`config.mk`:
```
export PLATFORM = sky130hd
export DESIGN_NAME = aes_sbox_tower_field
export DESIGN_NICKNAME = d
export VERILOG_FILES = /design/src/design/aessbox_pkg.sv /design/src/design/aes_sbox_tower_field.sv
export SDC_FILE = /design/constraint.sdc
export NUM_CORES = 1
export LEC_CHECK = 0
export BUFFER_PORTS_ARGS = -buffer_cell sky130_fd_sc_hd__buf_2
export CORE_MARGIN = 2
export CORE_UTILIZATION = 40
export CTS_CLUSTER_DIAMETER = 60
export DETAILED_ROUTE_END_ITERATION = 16
export PLACE_DENSITY_LB_ADDON = 0.2
export SETUP_SLACK_MARGIN = 0.2
export SLEW_MARGIN = 20
export SYNTH_ARGS = -nofsm -noshare
export SYNTH_HDL_FRONTEND = slang
export SYNTH_SLANG_ARGS = --single-unit
```
`constraint.sdc`:
```
create_clock -name clock -period 12.78 [get_ports clock]
set_input_delay 1.278 -clock clock [delete_from_list [all_inputs] [get_ports clock]]
set_output_delay 1.278 -clock clock [all_outputs]
set_load 0.1 [all_outputs]
```
`src/design/aessbox_pkg.sv`:
```
package aessbox_pkg;

   typedef logic [7:0] basis_type [8];

   // Columns of the basis-change matrices; entry 0 is selected by the MSB.
   localparam basis_type STD_TO_TOWER = '{8'd152, 8'd243, 8'd242, 8'd72,
                                          8'd9,   8'd129, 8'd169, 8'd255};
   localparam basis_type TOWER_TO_SBOX = '{8'd88,  8'd45, 8'd158, 8'd11,
                                           8'd220, 8'd4,  8'd3,   8'd36};

   localparam logic [7:0] SBOX_AFFINE_CONST = 8'h63;

   // GF(2^2) helpers
   function automatic logic [1:0] f4_mult(logic [1:0] u, logic [1:0] v);
      logic m;
      m = (u[1] ^ u[0]) & (v[1] ^ v[0]);
      return {(u[1] & v[1]) ^ m, (u[0] & v[0]) ^ m};
   endfunction

   function automatic logic [1:0] f4_scale_n(logic [1:0] u);
      return {u[0], u[1] ^ u[0]};
   endfunction

   function automatic logic [1:0] f4_scale_n2(logic [1:0] u);
      return {u[1] ^ u[0], u[1]};
   endfunction

   function automatic logic [1:0] f4_square(logic [1:0] u);
      return {u[0], u[1]};
   endfunction

   // GF(2^4) helpers
   function automatic logic [3:0] f16_mult(logic [3:0] u, logic [3:0] v);
      logic [1:0] m;
      m = f4_scale_n(f4_mult(u[3:2] ^ u[1:0], v[3:2] ^ v[1:0]));
      return {f4_mult(u[3:2], v[3:2]) ^ m, f4_mult(u[1:0], v[1:0]) ^ m};
   endfunction

   function automatic logic [3:0] f16_square_scale(logic [3:0] u);
      return {f4_square(u[3:2] ^ u[1:0]), f4_scale_n2(f4_square(u[1:0]))};
   endfunction

   function automatic logic [3:0] f16_invert(logic [3:0] u);
      logic [1:0] s;
      logic [1:0] pr;
      logic [1:0] iv;
      s  = f4_scale_n(f4_square(u[3:2] ^ u[1:0]));
      pr = f4_mult(u[3:2], u[1:0]);
      iv = f4_square(s ^ pr);
      return {f4_mult(iv, u[1:0]), f4_mult(iv, u[3:2])};
   endfunction

   // GF(2^8) inverse in tower form; zero maps to zero
   function automatic logic [7:0] f256_invert(logic [7:0] u);
      logic [3:0] s;
      logic [3:0] pr;
      logic [3:0] iv;
      s  = f16_square_scale(u[7:4] ^ u[3:0]);
      pr = f16_mult(u[7:4], u[3:0]);
      iv = f16_invert(s ^ pr);
      return {f16_mult(iv, u[3:0]), f16_mult(iv, u[7:4])};
   endfunction

   // Bit j of u selects column 7 - j
   function automatic logic [7:0] basis_change(logic [7:0] u, basis_type cols);
      logic [7:0] acc;
      acc = '0;
      for (int j = 0; j < 8; j++) begin
         if (u[j]) begin
            acc ^= cols[3'(7 - j)];
         end
      end
      return acc;
   endfunction

endpackage

```
`src/design/aes_sbox_tower_field.sv`:
```
// AES forward S-box, composite-field (tower) implementation.
// An accepted word is held in the input register, then moves to the result register that drives rsp_ once it is free.
// Throughput: one word per cycle; only rsp_stall holds the pipe back.
// Reset: synchronous, active high; clears both valid flags, payload is not reset.
// No state is kept between words.
module aes_sbox_tower_field (
   input  logic       clock,
   input  logic       reset,
   input  logic       req_valid,
   output logic       req_stall,
   input  logic [7:0] req_in_byte,
   output logic       rsp_valid,
   input  logic       rsp_stall,
   output logic [7:0] rsp_out_byte
);

   // Input stage
   logic       in_valid_ff;
   logic       in_valid_in;
   logic [7:0] in_byte_ff;

   // Result stage
   logic       rsp_valid_ff;
   logic       rsp_valid_in;
   logic [7:0] rsp_byte_ff;

   logic       rsp_free;    // result register can take a word this cycle
   logic       in_move;     // input stage hands its word to the result stage
   logic       req_take;    // a new word is accepted
   logic [7:0] tower_byte;  // input in tower basis
   logic [7:0] tower_inv;   // inverse in tower basis
   logic [7:0] sbox_byte;   // final substitution

   // The result register frees up when empty or when its word is taken.
   assign rsp_free = !rsp_valid_ff || !rsp_stall;
   assign in_move  = in_valid_ff && rsp_free;

   // The input register takes a word when empty or when it is emptying.
   assign req_stall = in_valid_ff && !rsp_free;
   assign req_take  = req_valid && !req_stall;

   // Datapath: basis change, tower inversion, back to standard basis with
   // the linear part of the affine map folded in, then the affine constant.
   always_comb begin
      tower_byte = aessbox_pkg::basis_change(in_byte_ff, aessbox_pkg::STD_TO_TOWER);
      tower_inv  = aessbox_pkg::f256_invert(tower_byte);
      sbox_byte  = aessbox_pkg::basis_change(tower_inv, aessbox_pkg::TOWER_TO_SBOX)
                   ^ aessbox_pkg::SBOX_AFFINE_CONST;
   end

   always_comb begin
      in_valid_in  = req_take || (in_valid_ff && !in_move);
      rsp_valid_in = in_move || (rsp_valid_ff && rsp_stall);
   end

   always_ff @(posedge clock) begin
      if (reset) begin
         in_valid_ff  <= 1'b0;
         rsp_valid_ff <= 1'b0;
      end else begin
         in_valid_ff  <= in_valid_in;
         rsp_valid_ff <= rsp_valid_in;
      end
   end

   // Payload registers, enabled only; a stalled word holds
   always_ff @(posedge clock) begin
      if (req_take) begin
         in_byte_ff <= req_in_byte;
      end
      if (in_move) begin
         rsp_byte_ff <= sbox_byte;
      end
   end

   assign rsp_valid    = rsp_valid_ff;
   assign rsp_out_byte = rsp_byte_ff;

endmodule

```
; After elaboration in Yosys (flattened, before gate mapping)
; Cells that the tools add are included.
[classes]
muxes = 16
bitwise = 100
reduce_logical = 13
[op_table]
columns = op, count
row1 = $mux 8, 12
row2 = $xor 1x1->1, 41
row3 = $and 1x1->1, 36
row4 = $xor 2x2->2, 12
row5 = $mux 7, 2
row6 = $not 5->5, 2
row7 = $not 3->3, 3
row8 = $not 4->4, 2
row9 = $xor 4x4->4, 2
row10 = $mux 6, 1
row11 = $not 6->6, 1
row12 = $logic_and 1x1->1, 5
row13 = $logic_not 1->1, 5
row14 = $mux 4, 1
row15 = $logic_or 1x1->1, 3
row16 = $not 2->2, 1
[totals]
regBits = 18
input_bits = 12
out_inout_bits = 10

; Logic depth before layout (Yosys ltp)
[logic_depth]
depth_word = 45
mapped_depth = 20
mapped_depth_nobuf = 17

; Worst setup path before layout
; OpenSTA, ideal clock, no wires.
[synth_path]
kind = register to register
startpoint = register in_byte_ff[6]
endpoint = register rsp_byte_ff[6] (netlist: rsp_out_byte[6]), data pin
arrival_ns = 4.396
required_time_ns = 12.500
setup_slack_ns = 8.103
stages_incl_launch_ff = 20
path_buffers = 2
period_less_slack_ns = 4.677
cell_sequence = edfxtp_1 buf_6 xnor2_2 xnor2_1 ha_1 clkbuf_1 xor2_1 xor2_1 inv_1 ha_1 xnor2_1 nand2_1 mux2i_1 o21ai_0 a211o_1 a31oi_4 nor2_1 a221oi_1 and3_1 a222oi_1
[synth_via]
elab_chain_len = 24
[synth_lines]
columns = item, line
row1 = from (decl), aes_sbox_tower_field.sv:20  ; logic [7:0] in_byte_ff;
row2 = from (signal assigned), aes_sbox_tower_field.sv:69  ; in_byte_ff <= req_in_byte;
row3 = $mux 8 (*), aessbox_pkg.sv:69  ; if (u[j]) begin
row4 = $not 3->3 (no source line), --
row5 = $mux 8 (*), aessbox_pkg.sv:69
row6 = $xor 2x2->2, aessbox_pkg.sv:35  ; m = f4_scale_n(f4_mult(u[3:2] ^ u[1:0], v[3:2] ^ v[1:0]));
row7 = $xor 1x1->1, aessbox_pkg.sv:16  ; m = (u[1] ^ u[0]) & (v[1] ^ v[0]);
row8 = $and 1x1->1, aessbox_pkg.sv:16
row9 = $xor 1x1->1, aessbox_pkg.sv:17  ; return {(u[1] & v[1]) ^ m, (u[0] & v[0]) ^ m};
row10 = $xor 1x1->1, aessbox_pkg.sv:21  ; return {u[0], u[1] ^ u[0]};
row11 = [... 9 more ...], --
row12 = $xor 2x2->2, aessbox_pkg.sv:35
row13 = $xor 1x1->1, aessbox_pkg.sv:16
row14 = $and 1x1->1, aessbox_pkg.sv:16
row15 = $xor 1x1->1, aessbox_pkg.sv:17
row16 = $xor 2x2->2 (*), aessbox_pkg.sv:36  ; return {f4_mult(u[3:2], v[3:2]) ^ m, f4_mult(u[1:0], v[1:0]) ^ m};
row17 = $mux 7 (*), aessbox_pkg.sv:69
row18 = $not 4->4 (no source line) (*), --
row19 = via sbox_byte[6], aes_sbox_tower_field.sv:32  ; logic [7:0] sbox_byte;
row20 = to (signal assigned), aes_sbox_tower_field.sv:72  ; rsp_byte_ff <= sbox_byte;
row21 = to (decl), aes_sbox_tower_field.sv:25  ; logic [7:0] rsp_byte_ff;
; Mark *: on every way through the listed nets, which the timed path passes. The rest lies on a longest branch.
; A chain may end at the register's enable or synchronous reset.

; Final worst setup path
; Same ends and word-level chain as after synthesis.

==> impl_metrics.toml <==
[detailed_routing]
ant_nets = 0
firstDrtPassIters = 4
wl_met3_um = 123
via_per_inst = 5.496
drcViolationCount = 0
dr.max_layer_used = "met4"
routed_wl_um = 3126
wl_per_cell_um = 13.36
drt_iter0_drc = 41
vias = 1286
wl_met1_um = 1325
dr_wl_met2_um = 1653

[worst_setup_path]
crit_slowest_cell = "edfxtp_1"
cp_max_fo = 20
critPathKind = "register to register"
worstSetupStartpointType = "register"
arrival_ns = 5.45
cpPeakStageDelay_ns = 0.81
critPathTopFamily = "XOR/XNOR gates"
path_buf_inv = 1
end_kind = "register"
required_ns = 12.73
worstPathCellList = "xnor2_2 -> xnor2_1 -> ha_1 -> xor2_1 -> xor2_1 -> inv_1 -> ha_1 -> xnor2_1 -> nand2_1 -> mux2i_1 -> o21ai_0 -> a211o_1 -> a31oi_4 -> nor2_1 -> a221oi_1 -> and3_1 -> a222oi_1"

[timing]
fin_setup_tns_ns = 0
final.period_utilization = 0.4306
max_freq_mhz = 181.7
maxSlewViolCount = 0
skew_ns = 0.005209
layout_min_cycle_time_ns = 5.503
hold_viol_final = 0
tightest_slew_ns = 0.7606
slew_headroom = 0.4919
rsz0062_at_grt = "no"
setup-violations-final = 0

[grt]
grt_start_max_net_pins = 21
grt_pass1_wl_um = 5230
grt-ovfl-total = 0
grt_use_total = 0.1529
antenna_found_initial = 0
grt_pass1_vias = 1204

[synthesis]
synth_warnings = 0
synth_edf_count = 12
netlist_area_sq_mm = 0.001585
syn-instance-count = 173
ys_ff_latch = 14
yosysUniqueCellTypes = 55
async_flop_share = 0
yosysSeqAreaShare = 0.2526
syn-num-nets = 189
postSynthAreaPerCell_sq_um = 9.163
ys.flop_type = "edfxtp_1"

[layout]
drive_gt1_frac = 0.1882
multiInputGateArea_sq_mm = 0.001105
regArea_sq_um = 400.4
most-common-layout-cells = "xnor2_1, buf_2, nor2_1, nand2_1, edfxtp_1"
area_delta_synth_final_pct = 8.840
final_common_cell = "xnor2_1"
nNetsFinal = 203
diodes = 0
fillers = 400

[cts]
clkSinkCount = 14
clkTransAtPathRegs_ns = 0.06
numCtsBuffers = 3
cts_tree = "yes"
cts.htree.levels = 1
clock_latency_ns = 0.24
post_cts_resized = 0
postCtsSetupBuffers = 0
cts_hold_buffers = 0
clk_path_buf_depth = 2
clockRootBuffer = "clkbuf_8"

[placed_design]
hpwl_um = 2548
portBuffers = 17
gp_congestion = 0.7985

[floorplan]
die_x_um = 66.96
die_area_sq_mm = 0.004483
coreArea_sq_mm = 0.003744
start_util = 0.4235
fp-row-count = 22
pin_count = 22
die_h_um = 66.96

[hold_path]
hp-class = "register to register"

[flow_run]
maxCapViolations = 0

[status]
outcome = "finished clean"
==> final timing paths <==
check / slack, ns / cells past startpoint / start / endpoint
setup / recovery: 7.28 / 17 / in_byte_ff[6] / rsp_out_byte[6]
hold / removal: 0.48 / 2 / in_valid_ff / rsp_valid
setup reg to reg: 7.28 / 17 / in_byte_ff[6] / rsp_out_byte[6]
hold reg to reg: 0.48 / 2 / in_valid_ff / rsp_valid
==> flip-flops by register name, summed over array words and instances, names as in the netlist <==
signal	flops
rsp_out_byte	8
in_byte_ff	4
in_valid_ff	1
rsp_valid	1
==> worst min-delay path: stages (launching register included) <==
cell and delay, ns:
dfxtp_1 0.33, a21oi_1 0.04, nor2_1 0.07
==> metrics by stage <==
| stage | setup slack (ns) | util | hold slack (ns) | std cells | area, sq um |
|---|---|---|---|---|---|
| after floorplan | 8.103 | - | 0.4451 | 173 | 1585 |
| after global placement | 7.496 | 0.4489 | 0.4535 | 230 | 1680 |
| after detailed placement | 7.296 | 0.4489 | 0.4711 | 230 | 1680 |
| after CTS | 7.290 | 0.4609 | 0.4879 | 234 | 1725 |
| after global routing | 6.754 | 0.4609 | 0.5427 | 234 | 1725 |
| final | 7.277 | 0.4609 | 0.4820 | 234 | 1725 |
==> kinds of logic after synthesis <==
group	synth area share
AO/OA/AOI/OAI	0.1815
XOR/XNOR	0.2415
adder cells (fa/ha/maj)	0.03157
buffers and inverters	0.05051
flip-flops	0.2526
multiplexers	0.05446
AND/OR/NAND/NOR	0.1879
==> layout make-up <==
type,instances,area share
clock buffers,3,0.02393
clock inverters,1,0.002175
inverters,8,0.01740
multi-input cells,143,0.6403
flip-flops and latches,14,0.2321
well taps,48,0.03481
repair buffers,17,0.04931
==> synth_stat cells (2+ instances only) <==
library cell  count  area [sq um]
a211o_1           2         17.52
o31ai_1           2         15.01
dfxtp_1           2         40.04
o21ai_1           2         10.01
buf_6             2         22.52
inv_1             7         26.28
ha_1              4         50.05
nand2_1          13         48.80
o211ai_1          2         15.01
clkbuf_1          4         15.01
xor2_1            7         61.31
xor2_2            2         32.53
nand4_1           2         12.51
nor3_1            5         25.02
xnor2_1          23         201.4
a21oi_1           6         30.03
nor2b_1           6         37.54
and3_1            3         18.77
edfxtp_1         12         360.4
mux2i_1           6         60.06
o21ai_0           3         15.01
nand2b_1          5         31.28
xnor2_2           4         65.06
a21o_1            2         15.01
nor2_1           13         48.80
a211oi_2          2         25.02
nand3_1           4         20.02
==> per-layer routing <==
metal,vias to the layer above,global-route usage
met5,-,0
met1,608,0.1809
met3,4,0.03547
li1,646,-
met2,28,0.2825
met4,0,0.02551
Power is not shown: default switching activity piles up to over one toggle a cycle in this logic, so the estimate is an artifact.
